### src/hw/rtl/bcpa_pkg.sv
package bcpa_pkg;

  localparam int unsigned HEAP_PAGES = 1024;
  localparam int unsigned PAGE_SHIFT = 12;
  localparam int unsigned ADDR_W     = 32;
  localparam int unsigned CNT_W      = 11;
  localparam int unsigned STATUS_W   = 2;

  localparam int unsigned WORD_BITS = 16;
  localparam int unsigned WORD_SH   = $clog2(WORD_BITS);
  localparam int unsigned ROWS      = HEAP_PAGES / WORD_BITS;
  localparam int unsigned ROW_W     = $clog2(ROWS);
  localparam int unsigned PAGE_W    = $clog2(HEAP_PAGES);
  localparam int unsigned LEN_W     = $clog2(HEAP_PAGES + WORD_BITS + 1);
  localparam int unsigned CMP_W     = (LEN_W > CNT_W) ? LEN_W : CNT_W;

  localparam longint unsigned WIN_SPAN = longint'(HEAP_PAGES) << PAGE_SHIFT;

  typedef enum logic {
    OP_ALLOC = 1'b0,
    OP_FREE  = 1'b1
  } bcpa_op_e;

  typedef enum logic [STATUS_W-1:0] {
    STATUS_OK       = 2'd0,
    STATUS_INVALID  = 2'd1,
    STATUS_NO_SPACE = 2'd2
  } bcpa_status_e;

  typedef enum logic [2:0] {
    S_IDLE,
    S_CHECK,
    S_SCAN,
    S_MARK_RD,
    S_MARK_WR,
    S_RESP
  } bcpa_state_e;

  typedef struct packed {
    logic         load;
    logic         scan_init;
    logic         scan_step;
    logic         mark_init_free;
    logic         mark_init_alloc;
    logic         mark_rd;
    logic         mark_wr;
    logic         out_load;
    bcpa_status_e out_code;
  } bcpa_cmd_t;

  typedef struct packed {
    bcpa_op_e     op;
    logic         chk_fail;
    bcpa_status_e chk_code;
    logic         hit;
    logic         miss;
    logic         mark_done;
  } bcpa_flags_t;

endpackage

### src/hw/rtl/bcpa_dp.sv
module bcpa_dp (
  input  logic                          clk_i,
  input  logic                          rst_ni,
  input  logic                          cfg_we_i,
  input  logic [bcpa_pkg::ADDR_W-1:0]   cfg_wdata_i,
  input  logic                          opcode_i,
  input  logic [bcpa_pkg::CNT_W-1:0]    page_count_i,
  input  logic [bcpa_pkg::ADDR_W-1:0]   free_address_i,
  input  bcpa_pkg::bcpa_cmd_t           cmd_i,
  output bcpa_pkg::bcpa_flags_t         flags_o,
  output logic [bcpa_pkg::ADDR_W-1:0]   run_address_o,
  output logic [bcpa_pkg::STATUS_W-1:0] status_o
);
  import bcpa_pkg::*;

  logic [ADDR_W-1:0]    heap_base_q;
  bcpa_op_e             op_q;
  logic [CNT_W-1:0]     count_q;
  logic [ADDR_W-1:0]    addr_q;

  logic [WORD_BITS-1:0] mem [ROWS];
  logic [ROWS-1:0]      row_valid_q;
  logic [WORD_BITS-1:0] rd_data_q;
  logic                 rd_vld_q;
  logic                 rd_en;
  logic [ROW_W-1:0]     rd_addr;

  logic [ROW_W:0]       scan_ptr_q;
  logic                 scan_more;
  logic                 eval_v_q;
  logic [ROW_W-1:0]     eval_row_q;
  logic [CMP_W-1:0]     run_q;

  logic [PAGE_W-1:0]    mark_first_q;
  logic [PAGE_W-1:0]    mark_last_q;
  logic [ROW_W-1:0]     mrow_q;

  logic [ADDR_W-1:0]    run_address_q;
  logic [STATUS_W-1:0]  status_q;

  logic [ADDR_W-1:0]    win_start;
  logic [ADDR_W:0]      win_end;
  logic [ADDR_W-1:0]    off;
  logic [PAGE_W-1:0]    free_first;
  logic [CMP_W:0]       free_end;
  logic [CMP_W:0]       free_last_w;
  logic [PAGE_W-1:0]    free_last;
  logic [CMP_W-1:0]     count_cmp;
  logic                 count_zero;
  logic                 count_big;
  logic                 in_window;
  logic                 aligned;
  logic                 fits;

  logic [WORD_BITS-1:0] eff_row;
  logic [WORD_BITS-1:0] zero_seen;
  logic [WORD_SH-1:0]   zpos [WORD_BITS];
  logic [CMP_W-1:0]     len [WORD_BITS];
  logic [WORD_BITS-1:0] hit_vec;
  logic                 found;
  logic [WORD_SH-1:0]   hit_j;
  logic [PAGE_W-1:0]    hit_end;
  logic [CMP_W-1:0]     hit_first_w;
  logic [PAGE_W-1:0]    hit_first;

  logic [WORD_BITS-1:0] mark_mask;
  logic [WORD_BITS-1:0] new_row;
  logic [ADDR_W-1:0]    alloc_addr;

  assign win_start   = {heap_base_q[ADDR_W-1:PAGE_SHIFT], {PAGE_SHIFT{1'b0}}};
  assign win_end     = {1'b0, win_start} + (ADDR_W + 1)'(WIN_SPAN);
  assign off         = addr_q - win_start;
  assign free_first  = off[PAGE_SHIFT +: PAGE_W];
  assign count_cmp   = CMP_W'(count_q);
  assign free_end    = (CMP_W + 1)'(free_first) + (CMP_W + 1)'(count_q);
  assign free_last_w = free_end - (CMP_W + 1)'(1);
  assign free_last   = free_last_w[PAGE_W-1:0];
  assign count_zero  = (count_q == '0);
  assign count_big   = (count_cmp > CMP_W'(HEAP_PAGES));
  assign in_window   = (addr_q >= win_start) && ({1'b0, addr_q} < win_end);
  assign aligned     = (addr_q[PAGE_SHIFT-1:0] == '0);
  assign fits        = (free_end <= (CMP_W + 1)'(HEAP_PAGES));

  always_comb begin
    flags_o.op        = op_q;
    flags_o.hit       = eval_v_q && found;
    flags_o.miss      = eval_v_q && !found && (eval_row_q == ROW_W'(ROWS - 1));
    flags_o.mark_done = (mrow_q == mark_last_q[PAGE_W-1:WORD_SH]);
    if (op_q == OP_ALLOC) begin
      flags_o.chk_fail = count_zero || count_big;
      flags_o.chk_code = count_zero ? STATUS_INVALID : STATUS_NO_SPACE;
    end else begin
      flags_o.chk_fail = count_zero || !in_window || !aligned || !fits;
      flags_o.chk_code = STATUS_INVALID;
    end
  end

  // A row that was never written reads as its reset value, all pages free.
  assign eff_row = rd_vld_q ? rd_data_q : '1;

  always_comb begin
    for (int j = 0; j < WORD_BITS; j++) begin
      zero_seen[j] = 1'b0;
      zpos[j]      = '0;
      for (int k = 0; k <= j; k++) begin
        if (!eff_row[k]) begin
          zero_seen[j] = 1'b1;
          zpos[j]      = WORD_SH'(k);
        end
      end
      if (!eff_row[j]) begin
        len[j] = '0;
      end else if (!zero_seen[j]) begin
        len[j] = run_q + CMP_W'(j + 1);
      end else begin
        len[j] = CMP_W'(j) - CMP_W'(zpos[j]);
      end
      hit_vec[j] = (len[j] >= count_cmp);
    end
  end

  always_comb begin
    hit_j = '0;
    for (int j = WORD_BITS - 1; j >= 0; j--) begin
      if (hit_vec[j]) begin
        hit_j = WORD_SH'(j);
      end
    end
  end

  assign found       = |hit_vec;
  assign hit_end     = {eval_row_q, hit_j};
  assign hit_first_w = CMP_W'(hit_end) + CMP_W'(1) - count_cmp;
  assign hit_first   = hit_first_w[PAGE_W-1:0];

  always_comb begin
    logic [PAGE_W-1:0] idx;
    for (int b = 0; b < WORD_BITS; b++) begin
      idx          = {mrow_q, WORD_SH'(b)};
      mark_mask[b] = (idx >= mark_first_q) && (idx <= mark_last_q);
    end
  end

  assign new_row    = (op_q == OP_FREE) ? (eff_row | mark_mask) : (eff_row & ~mark_mask);
  assign alloc_addr = win_start + ADDR_W'({mark_first_q, {PAGE_SHIFT{1'b0}}});

  assign scan_more = (scan_ptr_q != (ROW_W + 1)'(ROWS));
  assign rd_en     = (cmd_i.scan_step && scan_more) || cmd_i.mark_rd;
  assign rd_addr   = cmd_i.mark_rd ? mrow_q : scan_ptr_q[ROW_W-1:0];

  always_ff @(posedge clk_i or negedge rst_ni) begin
    if (!rst_ni) begin
      heap_base_q <= '0;
      row_valid_q <= '0;
      eval_v_q    <= 1'b0;
    end else begin
      if (cfg_we_i) begin
        heap_base_q <= cfg_wdata_i;
      end
      if (cmd_i.mark_wr) begin
        row_valid_q[mrow_q] <= 1'b1;
      end
      if (cmd_i.scan_init) begin
        eval_v_q <= 1'b0;
      end else if (cmd_i.scan_step) begin
        eval_v_q <= scan_more;
      end
    end
  end

  always_ff @(posedge clk_i) begin
    if (cmd_i.mark_wr) begin
      mem[mrow_q] <= new_row;
    end
    if (rd_en) begin
      rd_data_q <= mem[rd_addr];
      rd_vld_q  <= row_valid_q[rd_addr];
    end
  end

  always_ff @(posedge clk_i) begin
    if (cmd_i.load) begin
      op_q    <= bcpa_op_e'(opcode_i);
      count_q <= page_count_i;
      addr_q  <= free_address_i;
    end
    if (cmd_i.scan_init) begin
      scan_ptr_q <= '0;
      run_q      <= '0;
    end else if (cmd_i.scan_step) begin
      if (scan_more) begin
        scan_ptr_q <= scan_ptr_q + (ROW_W + 1)'(1);
        eval_row_q <= scan_ptr_q[ROW_W-1:0];
      end
      if (eval_v_q) begin
        run_q <= len[WORD_BITS-1];
      end
    end
    if (cmd_i.mark_init_free) begin
      mark_first_q <= free_first;
      mark_last_q  <= free_last;
      mrow_q       <= free_first[PAGE_W-1:WORD_SH];
    end else if (cmd_i.mark_init_alloc) begin
      mark_first_q <= hit_first;
      mark_last_q  <= hit_end;
      mrow_q       <= hit_first[PAGE_W-1:WORD_SH];
    end else if (cmd_i.mark_wr) begin
      mrow_q <= mrow_q + ROW_W'(1);
    end
    if (cmd_i.out_load) begin
      status_q      <= cmd_i.out_code;
      run_address_q <= ((cmd_i.out_code == STATUS_OK) && (op_q == OP_ALLOC)) ? alloc_addr : '0;
    end
  end

  assign run_address_o = run_address_q;
  assign status_o      = status_q;

  a_run_below_count: assert property (@(posedge clk_i) disable iff (!rst_ni)
    (cmd_i.scan_step && eval_v_q) |-> (run_q < count_cmp))
    else $error("free run carried into a row already reaches the request");

  a_mark_row_in_run: assert property (@(posedge clk_i) disable iff (!rst_ni)
    cmd_i.mark_wr |-> (mrow_q >= mark_first_q[PAGE_W-1:WORD_SH]) &&
                      (mrow_q <= mark_last_q[PAGE_W-1:WORD_SH]))
    else $error("map row written outside the run being marked");

  a_run_ordered: assert property (@(posedge clk_i) disable iff (!rst_ni)
    cmd_i.mark_rd |-> (mark_first_q <= mark_last_q))
    else $error("run bounds out of order");

endmodule

### src/hw/rtl/bcpa_ctrl.sv
module bcpa_ctrl (
  input  logic                  clk_i,
  input  logic                  rst_ni,
  input  logic                  in_valid_i,
  output logic                  in_ready_o,
  output logic                  out_valid_o,
  input  logic                  out_ready_i,
  input  bcpa_pkg::bcpa_flags_t flags_i,
  output bcpa_pkg::bcpa_cmd_t   cmd_o
);
  import bcpa_pkg::*;

  bcpa_state_e  state_q, state_d;
  bcpa_status_e code_q, code_d;
  logic         out_valid_q, out_valid_d;

  always_comb begin
    state_d = state_q;
    code_d  = code_q;
    case (state_q)
      S_IDLE: begin
        if (in_valid_i) begin
          state_d = S_CHECK;
        end
      end
      S_CHECK: begin
        if (flags_i.chk_fail) begin
          code_d  = flags_i.chk_code;
          state_d = S_RESP;
        end else if (flags_i.op == OP_ALLOC) begin
          state_d = S_SCAN;
        end else begin
          state_d = S_MARK_RD;
        end
      end
      S_SCAN: begin
        if (flags_i.hit) begin
          state_d = S_MARK_RD;
        end else if (flags_i.miss) begin
          code_d  = STATUS_NO_SPACE;
          state_d = S_RESP;
        end
      end
      S_MARK_RD: begin
        state_d = S_MARK_WR;
      end
      S_MARK_WR: begin
        if (flags_i.mark_done) begin
          code_d  = STATUS_OK;
          state_d = S_RESP;
        end else begin
          state_d = S_MARK_RD;
        end
      end
      S_RESP: begin
        if (!out_valid_q || out_ready_i) begin
          state_d = S_IDLE;
        end
      end
      default: begin
        state_d = S_IDLE;
      end
    endcase
  end

  always_comb begin
    cmd_o          = '0;
    cmd_o.out_code = code_q;
    in_ready_o     = 1'b0;
    case (state_q)
      S_IDLE: begin
        in_ready_o = 1'b1;
        cmd_o.load = in_valid_i;
      end
      S_CHECK: begin
        if (!flags_i.chk_fail) begin
          cmd_o.scan_init      = (flags_i.op == OP_ALLOC);
          cmd_o.mark_init_free = (flags_i.op == OP_FREE);
        end
      end
      S_SCAN: begin
        cmd_o.scan_step       = 1'b1;
        cmd_o.mark_init_alloc = flags_i.hit;
      end
      S_MARK_RD: begin
        cmd_o.mark_rd = 1'b1;
      end
      S_MARK_WR: begin
        cmd_o.mark_wr = 1'b1;
      end
      S_RESP: begin
        cmd_o.out_load = !out_valid_q || out_ready_i;
      end
      default: begin
        cmd_o = '0;
      end
    endcase
  end

  assign out_valid_d = cmd_o.out_load ? 1'b1 : (out_ready_i ? 1'b0 : out_valid_q);
  assign out_valid_o = out_valid_q;

  always_ff @(posedge clk_i or negedge rst_ni) begin
    if (!rst_ni) begin
      state_q     <= S_IDLE;
      code_q      <= STATUS_OK;
      out_valid_q <= 1'b0;
    end else begin
      state_q     <= state_d;
      code_q      <= code_d;
      out_valid_q <= out_valid_d;
    end
  end

  a_accept_to_check: assert property (@(posedge clk_i) disable iff (!rst_ni)
    (in_valid_i && in_ready_o) |=> (state_q == S_CHECK))
    else $error("accepted request did not enter the check step");

  a_load_then_idle: assert property (@(posedge clk_i) disable iff (!rst_ni)
    cmd_o.out_load |=> (out_valid_q && (state_q == S_IDLE)))
    else $error("response load did not present a result and return to idle");

endmodule

### src/hw/rtl/bitmap_contiguous_page_allocator.sv
// Bitmap first-fit allocator of contiguous pages in a window of virtual pages.
// The request channel (in_valid_i/in_ready_o) carries opcode_i, page_count_i and
// free_address_i; each request yields exactly one transfer on the result channel
// (out_valid_o/out_ready_i) with run_address_o and status_o.
// The user must write heap_base through cfg_we_i/cfg_wdata_i only while no
// request is pending; the block does not enforce this. The free map is kept as
// rows of 16 pages in a single-port memory. Each request starts with a check;
// an allocate then scans one row per cycle from the bottom, and both allocate
// and free read and rewrite each row of the run; the result register is loaded
// last. A failed check goes straight to it. Only one request is in flight.
// Reset marks every page free through per-row valid bits, so no clearing pass
// follows it, and sets heap_base to zero. The result register lets a new request
// be taken while a result waits; a stalled receiver holds the next result back.
module bitmap_contiguous_page_allocator (
  input  logic                          clk_i,
  input  logic                          rst_ni,
  input  logic                          cfg_we_i,
  input  logic [bcpa_pkg::ADDR_W-1:0]   cfg_wdata_i,
  input  logic                          in_valid_i,
  output logic                          in_ready_o,
  input  logic                          opcode_i,
  input  logic [bcpa_pkg::CNT_W-1:0]    page_count_i,
  input  logic [bcpa_pkg::ADDR_W-1:0]   free_address_i,
  output logic                          out_valid_o,
  input  logic                          out_ready_i,
  output logic [bcpa_pkg::ADDR_W-1:0]   run_address_o,
  output logic [bcpa_pkg::STATUS_W-1:0] status_o
);
  import bcpa_pkg::*;

  bcpa_cmd_t   cmd;
  bcpa_flags_t flags;

  bcpa_ctrl u_ctrl (
    .clk_i       (clk_i),
    .rst_ni      (rst_ni),
    .in_valid_i  (in_valid_i),
    .in_ready_o  (in_ready_o),
    .out_valid_o (out_valid_o),
    .out_ready_i (out_ready_i),
    .flags_i     (flags),
    .cmd_o       (cmd)
  );

  bcpa_dp u_dp (
    .clk_i          (clk_i),
    .rst_ni         (rst_ni),
    .cfg_we_i       (cfg_we_i),
    .cfg_wdata_i    (cfg_wdata_i),
    .opcode_i       (opcode_i),
    .page_count_i   (page_count_i),
    .free_address_i (free_address_i),
    .cmd_i          (cmd),
    .flags_o        (flags),
    .run_address_o  (run_address_o),
    .status_o       (status_o)
  );

endmodule
### config.mk
export PLATFORM = sky130hd
export DESIGN_NAME = bitmap_contiguous_page_allocator
export DESIGN_NICKNAME = d
export VERILOG_FILES = /design/src/hw/rtl/bcpa_pkg.sv /design/src/hw/rtl/bcpa_dp.sv /design/src/hw/rtl/bcpa_ctrl.sv /design/src/hw/rtl/bitmap_contiguous_page_allocator.sv
export SDC_FILE = /design/constraint.sdc
export NUM_CORES = 2
export LEC_CHECK = 0
export ABC_AREA = 1
export BUFFER_PORTS_ARGS = -buffer_cell sky130_fd_sc_hd__buf_2
export CAP_MARGIN = 20
export CORE_UTILIZATION = 40
export CTS_CLUSTER_DIAMETER = 50
export DETAILED_ROUTE_END_ITERATION = 8
export HOLD_SLACK_MARGIN = 0.03
export PLACE_DENSITY = 0.64
export SLEW_MARGIN = 20
export SYNTH_ARGS = -nofsm -noshare
export SYNTH_HDL_FRONTEND = slang
export SYNTH_HIERARCHICAL = 1
export SYNTH_SLANG_ARGS = --single-unit
export TNS_END_PERCENT = 5
### constraint.sdc
create_clock -name clk_i -period 8.65 [get_ports clk_i]
set_clock_uncertainty 0.15 [all_clocks]
set_input_delay 0.4325 -clock clk_i [delete_from_list [all_inputs] [get_ports clk_i]]
set_output_delay 0.4325 -clock clk_i [all_outputs]
set_load 0.05 [all_outputs]
Yosys cells after proc, flatten, opt, wreduce, memory -nomap -nowiden
Memories as Yosys holds them, arrays and structs flattened. A register that Yosys moved wholly into a read port is not among the register bits.
Cells that the tools add are included.
{"block": "totals", "register_bits": 232, "mem_count": 1, "ramBits": 1024, "inputBits": 81, "out_inout_bits": 36, "wordCells": 310}
{"block": "classes", "order_cmp": 55, "n_eq_ne": 15, "reduce_logical": 50, "add_sub_neg": 40, "bitwise_logic": 6, "mux": 125}
{"name": "u_dp.mem", "depth": 64, "width": 16, "rd": 1, "rd_ports_with_merged_regs": 1, "wr": 1, "line_no": "bcpa_dp.sv:21", "source": "logic [WORD_BITS-1:0] mem [ROWS];"}
{"operator": "2-to-1 mux 11 bit", "n": 31}
{"operator": ">= comparator 11 bit", "n": 16}
{"operator": ">= comparator 10 bit", "n": 16}
{"operator": "less-or-equal comparator 10 bit", "n": 16}
{"operator": "2-to-1 mux 4 bit", "n": 24}
{"operator": "adder 11 x 4 -> 11 bit (second input constant)", "n": 8}
{"operator": "bitwise OR 64 bit", "n": 1}
{"operator": "adder 11 x 3 -> 11 bit (second input constant)", "n": 4}
{"operator": "2-to-1 mux 10 bit", "n": 4}
{"operator": "subtractor 4 x 4 -> 5 bit (first input constant)", "n": 8}
{"operator": "2-to-1 mux 1 bit", "n": 37}
{"operator": "adder 32 x 23 -> 33 bit (second input constant)", "n": 1}
{"operator": "< comparator 32 x 33 -> 1 bit", "n": 1}
{"operator": "2-to-1 mux 3 bit", "n": 11}
{"operator": "adder 32 x 22 -> 32 bit", "n": 1}
{"operator": ">= comparator 32 bit", "n": 1}
{"operator": "2-to-1 mux 16 bit", "n": 2}
{"operator": "2-to-1 mux 6 bit", "n": 4}
{"operator": "logical AND 1 bit", "n": 23}
{"operator": "adder 11 x 2 -> 11 bit (second input constant)", "n": 2}
{"operator": "subtractor 22 bit", "n": 1}
{"operator": "one-hot mux 3 bit (6 select lines)", "n": 1}
{"operator": "AND 16 bit", "n": 1}
{"operator": "2-to-1 mux 2 bit", "n": 8}
{"operator": "43 further kinds", "n": 69}

Depth between registers and ports, before layout
{"block": "depth", "ltp_word": 40, "depth_mapped": 63, "ltp_nobuf": 63}

Modules after synthesis
The synthesis kept the hierarchy.
{"mod": "bcpa_dp", "seq_area_each_um2": 36690.2, "cells_each": 5476, "area_each_um2": 59651.0, "instances": 1}
{"mod": "bcpa_ctrl", "seq_area_each_um2": 150.1, "cells_each": 79, "area_each_um2": 531.8, "instances": 1}

Least setup slack after synthesis
No wires, ideal clock.
{"block": "synth_path", "path_kind": "reg2reg", "from": "reg u_dp.rd_vld_q", "to": "reg u_dp.mrow_q[5], data pin", "synth_period_minus_slack_ns": 5.971, "required_ns": 8.348, "path_stages_with_launch": 64, "path_buffers": 0, "arrival_ns": 5.670, "path_slack_ns": 2.679, "path_cell_list": "edfxtp_1 inv_4 nor2_1 inv_1 o21ai_0 nand2_1 nand2_1 nand2_1 inv_1 nor2_1 inv_1 nand2_1 nand2_1 nand2_1 inv_1 o21ai_2 nand2_1 nand2_1 [... 28 more ...] ha_1 ha_1 inv_1 fa_1 inv_1 a21oi_1 o21bai_1 nand2_1 nand2_1 a21oi_1 nor2_1 o21ai_0 nand2_1 xnor2_1 nand2_1 nand2_1 nor2_1 a31oi_1"}
{"block": "synth_via", "elab_chain_len": 40}
{"item": "start: declaration", "line_no": "bcpa_dp.sv:24", "source": "logic rd_vld_q;"}
{"item": "start signal: assignment", "line_no": "bcpa_dp.sv:177", "source": "rd_vld_q <= row_valid_q[rd_addr];"}
{"item": "2-to-1 mux 16 bit (*)", "line_no": "bcpa_dp.sv:99", "source": "assign eff_row = rd_vld_q ? rd_data_q : '1;"}
{"item": "2-to-1 mux 1 bit", "line_no": "bcpa_dp.sv:106", "source": "if (!eff_row[k]) begin"}
{"item": "2-to-1 mux 2 bit or 2-to-1 mux 1 bit (tied branches) (2 in series)", "line_no": "bcpa_dp.sv:106"}
{"item": "2-to-1 mux 3 bit or 2-to-1 mux 1 bit (tied branches) (4 in series)", "line_no": "bcpa_dp.sv:106"}
{"item": "2-to-1 mux 4 bit or 2-to-1 mux 1 bit (tied branches) (8 in series)", "line_no": "bcpa_dp.sv:106"}
{"item": "subtractor 4 x 4 -> 5 bit or 2-to-1 mux 1 bit (tied branches)", "line_no": "bcpa_dp.sv:116, bcpa_dp.sv:106"}
{"item": "2-to-1 mux 11 bit", "line_no": "bcpa_dp.sv:113", "source": "end else if (!zero_seen[j]) begin"}
{"item": "2-to-1 mux 11 bit", "line_no": "bcpa_dp.sv:111", "source": "if (!eff_row[j]) begin"}
{"item": ">= comparator 11 bit", "line_no": "bcpa_dp.sv:118", "source": "hit_vec[j] = (len[j] >= count_cmp);"}
{"item": "2-to-1 mux 4 bit (16 in series)", "line_no": "bcpa_dp.sv:125", "source": "if (hit_vec[j]) begin"}
{"item": "adder 10 x 1 -> 10 bit", "line_no": "bcpa_dp.sv:133", "source": "assign hit_first_w = CMP_W'(hit_end) + CMP_W'(1) - count_cmp;"}
{"item": "subtractor 10 bit", "line_no": "bcpa_dp.sv:133"}
{"item": "2-to-1 mux 6 bit (*)", "line_no": "bcpa_dp.sv:203", "source": "end else if (cmd_i.mark_init_alloc) begin"}
{"item": "2-to-1 mux 6 bit (*)", "line_no": "bcpa_dp.sv:199", "source": "if (cmd_i.mark_init_free) begin"}
{"item": "end signal: assignment", "line_no": "bcpa_dp.sv:202", "source": "mrow_q <= free_first[PAGE_W-1:WORD_SH];"}
{"item": "end signal: assignment", "line_no": "bcpa_dp.sv:206", "source": "mrow_q <= hit_first[PAGE_W-1:WORD_SH];"}
{"item": "end signal: assignment", "line_no": "bcpa_dp.sv:208", "source": "mrow_q <= mrow_q + ROW_W'(1);"}
{"item": "end: declaration", "line_no": "bcpa_dp.sv:36", "source": "logic [ROW_W-1:0] mrow_q;"}
Mark *: on every way between the ends. The rest lies on a longest branch, timed or not.
A chain may end at the register's enable or synchronous reset.

Final worst setup path
Same ends and word-level chain as after synthesis.

==> impl_metrics.toml <==
[run_status]
status = "finished clean"

[synth]
ys_seq_elements = 1248
netlist_instances = 5555
synth_edf_count = 1139
async_flop_share_pct = 7.29
ys_top_cells_by_area = "edfxtp_1 (57%), o21ai_0 (6.4%), ha_1 (6.0%)"
synth_warnings = 6
syn-cell-area_um2 = 60200
syn_area_per_cell_um2 = 10.8
synth_cell_types = 61
yosys-top-cells-count = "edfxtp_1 (1,139), nor2_1 (839), o21ai_0 (765)"
synth_most_common_cell = "edfxtp_1"
ys_seq_area_share_pct = 61.2
synthFlopType = "edfxtp_1"
yosysTopAreaCellShare_pct = 56.8
synth_area_leader_cell = "edfxtp_1"

[sta]
period_share_pct = 87.9
min_period_ns = 7.60
relSlewSlack_pct = 24.1
timing.final.ws_setup_ns = 1.05
slew_viol_final = 0
clock.fmax_mhz = 132
tightestPinTransition_ns = 1.14
finalSetupViolations = 0
hold_viol = 0
rsz0062_at_grt = "no"
setup-tns-final_ns = 0
hold_slack_ns = 0.0788

[setup_path]
critical_path_class = "reg2reg"
required_ns = 9.12
slowest_stage = "edfxtp_1"
cpMostUsedCell = "nand2_1"
crit_start = "u_dp/rd_vld_q$_DFFE_PP_"
cp_max_fo = 18
r2r_end = "u_dp/mrow_q[5]$_DFFE_PP_"
cp-end-kind = "flip-flop"
critPathMaxStageDelay_ns = 0.38
rrSetupSlack_ns = 1.05
reg2reg_from = "u_dp/rd_vld_q$_DFFE_PP_"
critPathArrivalTime_ns = 8.08
start_kind = "flip-flop"
rr_worst_depth = 63

[global_route]
grt_pass1_wl_um = 267000
grt_use_total_pct = 23.2
grt_pass1_vias = 42300
gr-total-overflow = 0
antenna_found_initial = 4
grt_max_degree = 203

[floorplanning]
die_w_um = 390
fp.dieArea_um2 = 152000
core-area_um2 = 149000
std_cell_rows = 141
start_util_pct = 40.5
io_pins = 117
fp.dieH_um = 390

[layout]
layout.nets = 6093
num_antenna_cells = 0
fin_util_pct = 46.5
stdcell_count = 7834
area_growth_syn_to_layout_pct = 14.9
multi_input_area_um2 = 21300
drive_gt1_share_pct = 10.0
regArea_um2 = 36800
fin_area_um2 = 69100
fill_cells = 13500

[clocking]
clockBufferDepth = 3
cts_buffers = 141
cts_setup_buffers = 0
cts-root-buf = "clkbuf_16"
cts.sinks = 1248
cts_max_level = 4
path_clk_slew_ns = 0.06
cts_tree = "yes"
insertion_delay_ns = 0.78

[routing]
drc_errors = 0
viasPerCell = 5.69
topRoutingLayerUsed = "met5"
drt.antenna.violating_nets = 0
wl_met1_um = 75800
finalWirelength_um = 179000
first_iter_violations = 4575
met3_length_um = 13600
wl_met2_um = 83700
wl_per_cell_um = 22.9
dr.pass1.iters = 6
num_vias = 44600

[job]
max_cap_violations = 0

[power_and_ir_drop]
p_sw_share_pct = 45.0
p_int_mw = 15.8
seq_power_share_pct = 31.1
power_frac_comb_pct = 47.8
ir_drop_mv = 0.467
p_clk_share_pct = 21.0
pwr_density_cell_nw_per_um2 = 415
p_total_mw = 28.7
p_leak_nw = 24.9
p_switching_mw = 12.9

[placement]
place_congestion = 0.980
postPlaceCellArea_um2 = 63400
dpl.hpwl_um = 110000
port-buffer-count = 92
place_ws_ns = 0.944
place_inst = 7483

[min_path]
hold_depth = 2
min-delay-start = "cfg_we_i"
whs_endpoint = "u_dp/heap_base_q[29]$_DFFE_PN0P_"
min_path_type = "in2reg"
-- power by group through the flow --
stage          Clock, mW  Combinational, mW  Sequential, mW
5_1_grt             6.36               15.0            8.97
2_1_floorplan          0               8.48            9.14
3_3_place_gp           0               13.2            9.04
6_report            6.03               13.7            8.94
4_1_cts             6.12               13.5            8.92
3_5_place_dp           0               13.4            9.04
-- final cells by class --
cell class	instances	area share (%)
multi-input combinational	3673	30.8
inverter	341	1.88
tap	2002	3.62
sequential	1248	53.3
clock buffer	174	5.39
timing repair buffer	315	3.55
clock inverter	81	1.47
-- flip-flops by register name, indices dropped and copies added, names as in the netlist, 2 cells and up --
| register | cells |
|---|---|
| u_dp/mem | 1024 |
| u_dp/row_valid_q | 64 |
| u_dp/addr_q | 32 |
| u_dp/heap_base_q | 20 |
| u_dp/run_address_o | 20 |
| u_dp/rd_data_q | 16 |
| u_dp/count_cmp | 11 |
| u_dp/run_q | 11 |
| u_dp/mark_first_q | 10 |
| u_dp/mark_last_q | 10 |
| u_dp/scan_ptr_q | 7 |
| u_dp/eval_row_q | 6 |
| u_dp/mrow_q | 6 |
| u_ctrl/state_q | 3 |
| u_ctrl/code_q | 2 |
| u_dp/status_o | 2 |
-- layout by cell type (no fill, tap or decap), drive strengths merged, types with 133 or more instances in the layout --
master  count
clkbuf    174
buf       221
a21oi     262
nand3     189
ha        288
nand2     523
o21ai     772
o211ai    149
nor2      858
edfxtp   1139
o22ai     133
inv       339
-- worst max path at each step --
stage / end
floorplan: u_dp/mrow_q[5]$_DFFE_PP_
finish: u_dp/mrow_q[5]$_DFFE_PP_
global placement: u_dp/mrow_q[5]$_DFFE_PP_
global route: u_dp/mrow_q[5]$_DFFE_PP_
detailed placement: u_dp/mrow_q[5]$_DFFE_PP_
CTS: u_dp/mrow_q[5]$_DFFE_PP_
-- per-layer routing --
layer,up-vias,global-route usage [%]
li1,20500,-
met1,21800,31.6
met2,1853,37.4
met3,328,3.59
met4,4,8.56
met5,-,0
-- critical path, delay by kind of cell (launching register included) --
| family | cells | cell delay (ns) |
|---|---|---|
| xor+xnor | 1 | 0.11 |
| simple gates | 38 | 3.27 |
| buf+inv | 9 | 0.95 |
| compound gates | 10 | 1.48 |
| fa+ha+maj | 5 | 1.12 |
| flops | 1 | 0.38 |
-- logic make-up after synthesis --
logic type / Yosys count / synth area share [%]
buffers and inverters: 645 / 4.16
xor gates and xnor gates: 104 / 1.51
other: 1 / 0.00623
AOI/OAI and AO/OA: 1533 / 14.8
and+or+nand+nor: 1731 / 12.1
muxes: 1 / 0.0187
DFF: 1248 / 61.2
adders and majority gates: 292 / 6.12
-- repair_timing --
action	CTS	global route
endpoints found under the hold margin	94	0
setup endpoints to repair	0	1
resized for setup	0	2
hold buffers	95	0
No activity file was read; power rests on OpenSTA's default activity.
